**src/hw/rtl/pdts_pkg.sv**
```systemverilog
`timescale 1ns / 1ps

package pdts_pkg;

  localparam int TICK_W = 32;

  // Operation codes of an input request.
  localparam logic [1:0] OP_CREATE  = 2'd0;
  localparam logic [1:0] OP_ENABLE  = 2'd1;
  localparam logic [1:0] OP_DISABLE = 2'd2;
  localparam logic [1:0] OP_RUN     = 2'd3;

  // Result kinds.
  localparam logic [1:0] KIND_CREATED  = 2'd0;
  localparam logic [1:0] KIND_REJECTED = 2'd1;
  localparam logic [1:0] KIND_DUE      = 2'd2;
  localparam logic [1:0] KIND_DONE     = 2'd3;

  // Per-cell write commands.
  typedef struct packed {
    logic create;
    logic enable;
    logic disable_slot;
  } cell_cmd_t;

  // Controls shared by every cell of the chain.
  typedef struct packed {
    logic              advance;
    logic              flush;
    logic [TICK_W-1:0] scan_now;
    logic [TICK_W-1:0] wr_tick;
    logic [TICK_W-1:0] wr_period;
  } chain_ctl_t;

endpackage

```
**src/hw/rtl/pdts_cell.sv**
```systemverilog
`timescale 1ns / 1ps

// One task slot. The scan token enters from the left neighbor and leaves
// to the right one; the slot reports due only while it holds the token.
module pdts_cell (
  input  logic                  clk,
  input  logic                  rst_n,
  input  pdts_pkg::chain_ctl_t  ctl,
  input  pdts_pkg::cell_cmd_t   cmd,
  input  logic                  token_in,
  output logic                  token_out,
  output logic                  due
);

  logic                          token_r;
  logic                          en_r;
  logic [pdts_pkg::TICK_W-1:0]   period_r;
  logic [pdts_pkg::TICK_W-1:0]   last_run_r;
  logic [pdts_pkg::TICK_W-1:0]   elapsed;

  assign elapsed   = ctl.scan_now - last_run_r;
  assign due       = token_r && en_r && (elapsed >= period_r);
  assign token_out = token_r;

  always_ff @(posedge clk) begin
    if (!rst_n) begin
      token_r <= 1'b0;
      en_r    <= 1'b0;
    end else begin
      if (ctl.flush) begin
        token_r <= 1'b0;
      end else if (ctl.advance) begin
        token_r <= token_in;
      end
      if (cmd.create || cmd.enable) begin
        en_r <= 1'b1;
      end else if (cmd.disable_slot) begin
        en_r <= 1'b0;
      end
    end
  end

  always_ff @(posedge clk) begin
    if (cmd.create) begin
      period_r <= ctl.wr_period;
    end
    if (cmd.create || cmd.enable) begin
      last_run_r <= ctl.wr_tick;
    end else if (ctl.advance && due) begin
      last_run_r <= ctl.scan_now;
    end
  end

endmodule

```
**src/hw/rtl/periodic_task_due_scheduler.sv**
```systemverilog
`timescale 1ns / 1ps

// Cooperative periodic task scheduler. The block holds TASK_SLOTS task slots,
// each with a period, a last-run tick and an enable flag, in a row of slot
// cells. Create, enable and disable requests each give one result. A run
// request sends a scan token down the row of cells, one cell per cycle while
// the output register is free, in ascending slot order; a cell that is
// enabled and whose elapsed time (now - last run, modulo 2^32) has reached
// its period gives a task due result and restarts its last run at the
// request's tick. A done result with last set closes the pass. A run request
// occupies the block from its accept cycle through the token's walk over the
// slots in use to the done result; any stall on the result side adds to that.
// Only one request is in the block at a time; a finished result leaves the
// output register at the same edge at which the next request is taken, and
// while it is held off the input stalls. Table entries are written on create
// and are never read before that.
module periodic_task_due_scheduler #(
  parameter int TASK_SLOTS = 8
) (
  input  logic        clk,
  input  logic        rst_n,
  input  logic        in_valid,
  output logic        in_stall,
  input  logic [1:0]  in_operation,
  input  logic [31:0] in_now_tick,
  input  logic [31:0] in_interval,
  input  logic        in_has_handler,
  input  logic [2:0]  in_task_id,
  output logic        out_valid,
  input  logic        out_stall,
  output logic [1:0]  out_kind,
  output logic [2:0]  out_slot,
  output logic        out_last
);

  localparam int CNT_W = $clog2(TASK_SLOTS + 1);
  localparam int CMP_W = CNT_W + 3;

  localparam logic ST_IDLE = 1'b0;
  localparam logic ST_SCAN = 1'b1;

  logic                         state_r;
  logic [CNT_W-1:0]             used_r;
  logic [CNT_W-1:0]             idx_r;
  logic [pdts_pkg::TICK_W-1:0]  now_r;

  logic                         out_valid_r;
  logic [1:0]                   out_kind_r;
  logic [2:0]                   out_slot_r;
  logic                         out_last_r;

  logic                         load_ok;
  logic                         in_acc;
  logic                         run_start;
  logic                         scan_go;
  logic                         scan_end;
  logic                         reject;
  logic                         id_ok;
  logic                         due_any;
  logic [CMP_W-1:0]             id_ext;
  logic [CMP_W-1:0]             idx_ext;
  logic [CMP_W-1:0]             used_ext;

  logic [TASK_SLOTS-1:0]        token_vec;
  logic [TASK_SLOTS-1:0]        due_vec;
  pdts_pkg::chain_ctl_t         ctl;
  pdts_pkg::cell_cmd_t          cmd [TASK_SLOTS];

  // Handshake. A new request is taken only while no run pass is active and
  // the output register can take the result.
  assign load_ok   = !out_valid_r || !out_stall;
  assign in_stall  = (state_r != ST_IDLE) || !load_ok;
  assign in_acc    = in_valid && !in_stall;
  assign run_start = in_acc && (in_operation == pdts_pkg::OP_RUN);

  // The scan moves one cell whenever the output register is free, so a due
  // result is never dropped.
  assign scan_go  = (state_r == ST_SCAN) && load_ok;
  assign scan_end = (idx_r == used_r);
  assign due_any  = |due_vec;

  assign reject = (used_r == CNT_W'(TASK_SLOTS)) || !in_has_handler
                  || (in_interval == '0);
  assign id_ext   = {{CNT_W{1'b0}}, in_task_id};
  assign used_ext = {3'b000, used_r};
  assign id_ok    = id_ext < used_ext;
  assign idx_ext  = {3'b000, idx_r};

  assign ctl.advance   = run_start || (scan_go && !scan_end);
  assign ctl.flush     = scan_go && scan_end;
  assign ctl.scan_now  = now_r;
  assign ctl.wr_tick   = in_now_tick;
  assign ctl.wr_period = in_interval;

  // The row of slot cells; the token enters cell zero when a run starts.
  for (genvar i = 0; i < TASK_SLOTS; i++) begin : g_cell
    logic chain_in;

    if (i == 0) begin : g_head
      assign chain_in = run_start;
    end else begin : g_link
      assign chain_in = token_vec[i-1];
    end

    assign cmd[i].create  = in_acc && (in_operation == pdts_pkg::OP_CREATE) && !reject
                            && (used_r == CNT_W'(i));
    assign cmd[i].enable  = in_acc && (in_operation == pdts_pkg::OP_ENABLE) && id_ok
                            && (id_ext == CMP_W'(i));
    assign cmd[i].disable_slot = in_acc && (in_operation == pdts_pkg::OP_DISABLE) && id_ok
                                 && (id_ext == CMP_W'(i));

    pdts_cell u_cell (
      .clk       (clk),
      .rst_n     (rst_n),
      .ctl       (ctl),
      .cmd       (cmd[i]),
      .token_in  (chain_in),
      .token_out (token_vec[i]),
      .due       (due_vec[i])
    );
  end

  // Control state: pass state, slot count and scan position.
  always_ff @(posedge clk) begin
    if (!rst_n) begin
      state_r <= ST_IDLE;
      used_r  <= '0;
      idx_r   <= '0;
    end else begin
      if (run_start) begin
        state_r <= ST_SCAN;
        idx_r   <= '0;
      end else if (scan_go) begin
        if (scan_end) begin
          state_r <= ST_IDLE;
        end else begin
          idx_r <= idx_r + 1'b1;
        end
      end
      if (in_acc && (in_operation == pdts_pkg::OP_CREATE) && !reject) begin
        used_r <= used_r + 1'b1;
      end
    end
  end

  always_ff @(posedge clk) begin
    if (run_start) begin
      now_r <= in_now_tick;
    end
  end

  // Output register.
  always_ff @(posedge clk) begin
    if (!rst_n) begin
      out_valid_r <= 1'b0;
    end else if ((in_acc && !run_start) || (scan_go && (scan_end || due_any))) begin
      out_valid_r <= 1'b1;
    end else if (!out_stall) begin
      out_valid_r <= 1'b0;
    end
  end

  always_ff @(posedge clk) begin
    if (in_acc && !run_start) begin
      out_last_r <= 1'b1;
      if (in_operation == pdts_pkg::OP_CREATE) begin
        if (reject) begin
          out_kind_r <= pdts_pkg::KIND_REJECTED;
          out_slot_r <= 3'd0;
        end else begin
          out_kind_r <= pdts_pkg::KIND_CREATED;
          out_slot_r <= used_ext[2:0];
        end
      end else begin
        out_kind_r <= pdts_pkg::KIND_DONE;
        out_slot_r <= 3'd0;
      end
    end else if (scan_go) begin
      if (scan_end) begin
        out_kind_r <= pdts_pkg::KIND_DONE;
        out_slot_r <= 3'd0;
        out_last_r <= 1'b1;
      end else if (due_any) begin
        out_kind_r <= pdts_pkg::KIND_DUE;
        out_slot_r <= idx_ext[2:0];
        out_last_r <= 1'b0;
      end
    end
  end

  assign out_valid = out_valid_r;
  assign out_kind  = out_kind_r;
  assign out_slot  = out_slot_r;
  assign out_last  = out_last_r;

  // The scan token is in at most one cell.
  a_token_single: assert property (@(posedge clk) disable iff (!rst_n)
    $onehot0(token_vec))
    else $error("scan token held by more than one cell");

  // No token stays in the row once a pass has ended.
  a_token_idle: assert property (@(posedge clk) disable iff (!rst_n)
    (state_r == ST_IDLE) |-> (token_vec == '0))
    else $error("scan token left in the row while idle");

  // The slot count never passes the table size.
  a_used_bound: assert property (@(posedge clk) disable iff (!rst_n)
    used_r <= CNT_W'(TASK_SLOTS))
    else $error("slot count beyond table size");

  // Only a task due result can be followed by more results of its request.
  a_last_kind: assert property (@(posedge clk) disable iff (!rst_n)
    (out_valid_r && !out_last_r) |-> (out_kind_r == pdts_pkg::KIND_DUE))
    else $error("non-final result that is not task due");

endmodule
```
**config.mk**
```make
export PLATFORM = sky130hd
export DESIGN_NAME = periodic_task_due_scheduler
export DESIGN_NICKNAME = d
export VERILOG_FILES = /design/src/hw/rtl/pdts_pkg.sv /design/src/hw/rtl/pdts_cell.sv /design/src/hw/rtl/periodic_task_due_scheduler.sv
export SDC_FILE = /design/constraint.sdc
export NUM_CORES = 1
export LEC_CHECK = 0
export BUFFER_PORTS_ARGS = -buffer_cell sky130_fd_sc_hd__buf_2
export CAP_MARGIN = 40
export CORE_UTILIZATION = 35
export DETAILED_ROUTE_END_ITERATION = 10
export GPL_TIMING_DRIVEN = 0
export HOLD_SLACK_MARGIN = 0.1
export PLACE_DENSITY = 0.48
export RECOVER_POWER = 50
export SYNTH_ARGS = -nofsm -noshare
export SYNTH_HDL_FRONTEND = slang
export SYNTH_SLANG_ARGS = --single-unit
```
**constraint.sdc**
```tcl
create_clock -name clk -period 6.5 [get_ports clk]
set_input_delay 1.3 -clock clk [delete_from_list [all_inputs] [get_ports clk]]
set_output_delay 1.3 -clock clk [all_outputs]
set_load 0.01 [all_outputs]
```
## Word-level counts from Yosys, hierarchy flattened

Cells that the tools add are included.

| cells by class | value |
|---|---|
| add/subtract/negate cells | 10 |
| multipliers | 0 |
| div/mod/pow operators | 0 |
| order comparisons | 9 |
| equality and inequality tests | 20 |
| shift-type cells | 0 |
| muxes and demuxes | 51 |
| bitwise logic cells | 2 |
| reductions and logical operators | 116 |

Operator list:

| operator | count |
|---|---|
| 32-bit 2-to-1 mux | 16 |
| 32-bit greater-or-equal comparator | 8 |
| 32-bit subtractor | 8 |
| 1-bit logical AND | 61 |
| 2-bit nonzero test | 20 |
| 32-bit zero test | 1 |
| 1-bit 2-to-1 mux | 24 |
| 3-bit 2-to-1 mux | 6 |
| 4-bit by 3-bit equality test with 1-bit output, second input constant | 4 |
| 1-bit logical OR | 15 |
| 3-bit equality test, second input constant | 4 |
| 2-bit 2-to-1 mux | 5 |
| 4-bit by 1-bit adder with 4-bit output, second input constant | 2 |
| 4-bit by 2-bit equality test with 1-bit output, second input constant | 2 |
| 1-bit zero test | 8 |
| 2-bit AND reduction | 4 |
| 8-bit OR reduction | 1 |
| 7-bit zero test | 1 |
| 3-bit by 2-bit equality test with 1-bit output, second input constant | 2 |
| 2-bit equality test, second input constant | 2 |
| 4-bit by 1-bit equality test with 1-bit output, second input constant | 1 |
| 4-bit equality test | 1 |
| 4-bit equality test, second input constant | 1 |
| 4-bit zero test | 1 |
| 8 further kinds | 10 |

| storage, ports and cells | value |
|---|---|
| flip-flop bits (word level) | 576 |
| latch bits | 0 |
| bits in writable memories | 0 |
| ROM bits | 0 |
| input port bits | 74 |
| output and inout bits | 8 |
| logic and storage cells | 248 |
| memories kept | 0 |

## Longest topological paths before layout

| depth | value |
|---|---|
| word-level depth | 11 |
| gate-level depth with buffers | 25 |

## Modules after synthesis

From an unflattened synthesis, not the netlist that was laid out.

| second synthesis, totals | value |
|---|---|
| cell total of the unflattened synthesis | 4,234 |
| area, all modules | 43,153.9 um^2 |

By module, submodules not included:

| module | times used | cells an instance | area each (um^2) |
|---|---|---|---|
| pdts_cell (g_cell[0].u_cell ...) | 4 | 522 | 5,205.0 |
| pdts_cell (g_cell[1].u_cell ...) | 2 | 493 | 5,018.6 |
| pdts_cell (g_cell[6].u_cell) | 1 | 489 | 5,051.1 |
| pdts_cell (g_cell[7].u_cell) | 1 | 491 | 5,033.6 |
| periodic_task_due_scheduler | 1 | 180 | 2,212.1 |

## Worst setup path after synthesis

Ideal clock, no wire load.

| timing path | value |
|---|---|
| path type | in2reg |
| start point | input port out_stall |
| end point | register g_cell[3].u_cell.last_run_r[0] (netlist name) (enable) |
| setup time | 428 ps |
| arrival time | 6,051 ps |
| data required time | 6,072 ps |
| slack | 21 ps |
| stages | 10 |
| path buffers | 2 |
| cell sequence | a21oi_2 > nand2_1 > or3_1 > nor3_4 > nand2_1 > nor3_1 > a31o_1 > buf_4 > buf_4 > o21bai_1 |

RTL lines:

| item | line | RTL |
|---|---|---|
| start: declaration | periodic_task_due_scheduler.sv:30 | `input logic out_stall,` |
| end signal: assignment | pdts_cell.sv:48 | `last_run_r <= ctl.wr_tick;` |
| end signal: assignment | pdts_cell.sv:50 | `last_run_r <= ctl.scan_now;` |
| end: declaration | pdts_cell.sv:18 | `logic [pdts_pkg::TICK_W-1:0] last_run_r;` |

## Final worst setup path

| timing path | value |
|---|---|
| start point | register now_r[0] (netlist name) |
| end point | register out_kind_r[1] (netlist: out_kind[1]) (enable) |

| between the ends | value |
|---|---|
| cells in the longest elaborated chain, start to end | 6 |
| elaborated cells on any way between the ends | 27 |
| classes of those cells | 8 x add/sub; 8 x order compare; 11 x reduce/logical |

Ends and longest elaborated chain:

| item | line | RTL |
|---|---|---|
| start: declaration | periodic_task_due_scheduler.sv:45 | `logic [pdts_pkg::TICK_W-1:0] now_r;` |
| start signal: assignment | periodic_task_due_scheduler.sv:148 | `now_r <= in_now_tick;` |
| 32-bit subtractor | pdts_cell.sv:21 | `assign elapsed = ctl.scan_now - last_run_r;` |
| 32-bit greater-or-equal comparator | pdts_cell.sv:22 | `assign due = token_r && en_r && (elapsed >= period_r);` |
| 1-bit logical AND | pdts_cell.sv:22 |  |
| 8-bit OR reduction * | periodic_task_due_scheduler.sv:80 | `assign due_any = \|due_vec;` |
| 3-bit nonzero test (no line) * | - |  |
| 2-bit AND reduction (no line) * | - |  |
| end signal: assignment | periodic_task_due_scheduler.sv:168 | `out_kind_r <= pdts_pkg::KIND_REJECTED;` |
| end signal: assignment | periodic_task_due_scheduler.sv:171 | `out_kind_r <= pdts_pkg::KIND_CREATED;` |
| end signal: assignment | periodic_task_due_scheduler.sv:175 | `out_kind_r <= pdts_pkg::KIND_DONE;` |
| end: declaration | periodic_task_due_scheduler.sv:48 | `logic [1:0] out_kind_r;` |

Mark *: on every way between the ends. The rest lies on a longest branch, timed or not.
A chain may end at the register's enable or synchronous reset.

==> out/results.ini <==
[run_status]
status=finished, violations left
violations=capacitance limit, slew limit

[critical_path]
crit_path_start=now_r[0]
crit_cells=24
reg2reg_depth=24
endpoint_kind=flip-flop
slowest_delay_ns=0.42
cp.buffers_inverters=4
crit_path_frequent_cell=a21o_1
required_ns=6.85
cp_max_fo=5
slowest_stage=edfxtp_1
r2r-start=now_r[0]
worstPathArrival_ns=6.65
path_class=flip-flop to flip-flop
start_kind=flip-flop
cpLargestDelayFamily=compound AO/OA/AOI/OAI gates
crit_chain=clkinvlp_4 -> ha_1 -> inv_1 -> fa_1 -> a21o_1 -> a211o_1 -> a21oi_2 -> a21oi_1 -> a21o_1 -> or2_2 -> a21oi_1 -> xnor2_1 -> ha_1 -> a21o_1 -> a21oi_4 -> o2111a_1 -> o211ai_1 -> buf_4 -> a41oi_2 -> o21ai_2 -> and3_1 -> nor4_4 -> buf_4 -> a31oi_4

[detailed_routing]
detail_route.iter0.violations=1927
wl_per_cell_microns=22.4
dr.pass1.iters=5
vias=28600
drc_errors=0
totalWireLength_mm=124
viasPerCell=5.16
final_antenna_net_count=0

[timing]
hold_ws_ns=0.470
worstMarginPinSlew_ns=1.65
max_freq_ghz=0.159
finClkSkew_ns=0.0233
period_needed_ns=6.30
relSlewSlack_pct=-11.1
finalMaxSlewViolations=27
setup_viol=0
finalCritPeriodShare_pct=96.9
hold_viol_final=0

[floorplanning]
io_pins=82
dieArea_sq_um=116000
die_w_microns=340
start_util_pct=35.4
die_h_microns=340
core_area_sq_um=113000
rows=123

[placed_design]
dp_cells=5336
gp_congestion=0.881
dp_hpwl_mm=92.8
port_buffers=80

[min_path]
min_delay_path_depth=2
min_path_type=flip-flop to flip-flop
worstHoldStart=g_cell[6].u_cell.token_out

[synth]
synth.cell_area_sq_um=40000
syn_area_per_cell_sq_um=10.8
synth_edf_count=549
syn-num-nets=4310
ys_async_sr_fraction_pct=0
synth_cell_types=87
ys_seq_elements=576
synthTopCellsByArea=edfxtp_1 (41%), ha_1 (16%), mux2_1 (6.9%)
synthCells=3717
synth_top_area_share_pct=41.2
synth_warnings=0
synth_seq_area_share_pct=42.5
synth_top_cell_by_area=edfxtp_1
synth_flop_cell=edfxtp_1

[power]
p_leak_nw=20.0
p_per_area_nw_per_um2=200
peakVddDrop_v=0.000147
p_total_mw=9.22

[grt]
first_global_vias=26900
antenna_found_initial=4
grt_overflow_total=0
grt_use_total_pct=21.2
grt_pass1_wl_mm=181
grt_max_degree=26

[cells_and_area]
stdcell_count=5541
fillers=11000
area_growth_pct=15.4
final_nets=4575
drive_above_1_share_pct=8.56

[clock_network]
cts_hold_buf=0
cts_sinks=576
cts_inserted_buffers=74
htreeDepth=3
ctsLongestPathBuffers=3
clk_pin_slew_ns=0.05
cts_tree=yes
clock_latency_ns=0.63
cts-root-buf=clkbuf_16

[job]
max_cap_viol_count=2

-- worst paths after layout --
| kind | slack [ns] | end |
|---|---|---|
| max | 0.20 | out_kind[1] |
| min | 0.47 | g_cell[6].u_cell.token_out |
| max reg2reg | 0.20 | out_kind[1] |
| min reg2reg | 0.47 | g_cell[6].u_cell.token_out |
-- what timing repair did --
item / 4_1_cts / 5_1_grt
endpoints found under the setup margin: 231 / 214
gates cloned: 1 / 0
hold endpoints to repair: 0 / 0
gates resized for setup: 45 / 45
setup buffers: 30 / 40
pin swaps: 14 / 22
-- cell usage after synthesis, types with 20 or more instances --
| cell | instances |
|---|---|
| a211oi_1 | 24 |
| a21o_1 | 204 |
| a21oi_1 | 261 |
| and3_1 | 21 |
| dfxtp_1 | 27 |
| edfxtp_1 | 549 |
| ha_1 | 511 |
| inv_1 | 555 |
| mux2_1 | 246 |
| nand2_1 | 166 |
| nand2b_1 | 46 |
| nand3_1 | 65 |
| nand4_1 | 55 |
| nor2_1 | 143 |
| nor2b_1 | 32 |
| nor3_1 | 43 |
| nor4_1 | 20 |
| o211ai_1 | 28 |
| o21a_1 | 54 |
| o21ai_0 | 88 |
| o21ai_1 | 31 |
| o21bai_1 | 34 |
| xnor2_1 | 162 |
| xor2_1 | 68 |
-- per-layer routing --
layer | wire [microns] | GRT usage (%) | up-vias
li1 | - | - | 14100
met1 | 61800 | 31.3 | 13800
met2 | 53500 | 32.4 | 561
met3 | 5320 | 2.46 | 136
met4 | 3260 | 6.11 | 0
met5 | 0 | 0 | -
-- sequential cells by signal, summed over array words and instances (netlist names) --
register,cells
g_cell.u_cell.last_run_r,256
g_cell.u_cell.period_r,256
now_r,32
g_cell.u_cell.en_r,8
g_cell.u_cell.token_out,8
idx_r,4
used_r,4
out_slot,3
out_kind,2
out_last,1
out_valid,1
state_r,1
-- worst register-to-register path, cell delays in order, from the launching register on --
cell and delay (ns):
edfxtp_1 0.42, clkinvlp_4 0.15, ha_1 0.17, inv_1 0.05, fa_1 0.41, a21o_1 0.21, a211o_1 0.32, a21oi_2 0.35
a21oi_1 0.23, a21o_1 0.39, or2_2 0.36, a21oi_1 0.17, xnor2_1 0.09, ha_1 0.19, a21o_1 0.18, a21oi_4 0.28
o2111a_1 0.35, o211ai_1 0.13, buf_4 0.19, a41oi_2 0.34, o21ai_2 0.18, and3_1 0.26, nor4_4 0.28, buf_4 0.19
a31oi_4 0.14
-- cells in the final DEF, fill, tap and decap left out, drive strengths merged, types with 8 or more instances in the layout --
master,count
inv,556
nand2,166
a2111oi,11
nor2,143
and3,21
nand2b,46
and2,18
mux2,248
o21bai,36
nor2b,32
o21a,54
or2,12
a31o,10
clkbuf,195
a211o,13
a21o,204
fa,8
nand3,65
a21oi,265
a31oi,15
a211oi,24
nand4,55
dfxtp,27
nor3,44
nor4,20
buf,139
o31a,9
clkinv,24
o31ai,12
edfxtp,549
or3,9
and4,9
a41oi,10
o21ai,120
o211ai,31
xor2,68
xnor2,162
ha,511
-- area by class of cell --
type                    instances  area [sq um]  share of cell area (%)
repair buffers                188          1430                    3.09
flip-flops and latches        576         17000                    36.9
multi-input cells            2539         21000                    45.6
plain buffers                  46           314                   0.680
inverters                     556          2090                    4.53
repair inverters                1          7.51                  0.0163
well taps                    1500          1880                    4.06
diodes                          1          2.50                 0.00542
clock buffers                 102          2130                    4.60
clock inverters                32           275                   0.596
-- power by group --
part           internal [mW]  total, mW  switching, mW
sequential              4.08       4.11         0.0309
combinational          0.360      0.940          0.580
clock                   2.48       4.17           1.69
total                   6.92       9.22           2.30
-- metrics by stage --
step,TNS [ns],instance area (sq um),util [%],setup WS (ns)
6_report,0,46200,40.9,0.199
5_1_grt,-0.175,46200,40.9,-0.0351
4_1_cts,0,45800,40.6,0.0122
3_5_place_dp,-164.39,42900,38.0,-1.82
3_3_place_gp,-883.51,42300,37.4,-5.10
2_1_floorplan,0,40000,-,0.0207
-- kinds of logic (layout without fill, tap and decap cells) --
family,Yosys count,count (layout),synth area share [%]
compound gates,871,871,14.6
xor+xnor,230,230,5.03
fa+ha+maj,519,519,16.4
buf+inv,602,925,6.00
flops,576,576,42.5
mux,252,252,7.08
other cells,0,1,0
simple gates,667,667,8.40
(Power assumes the default switching activity.)
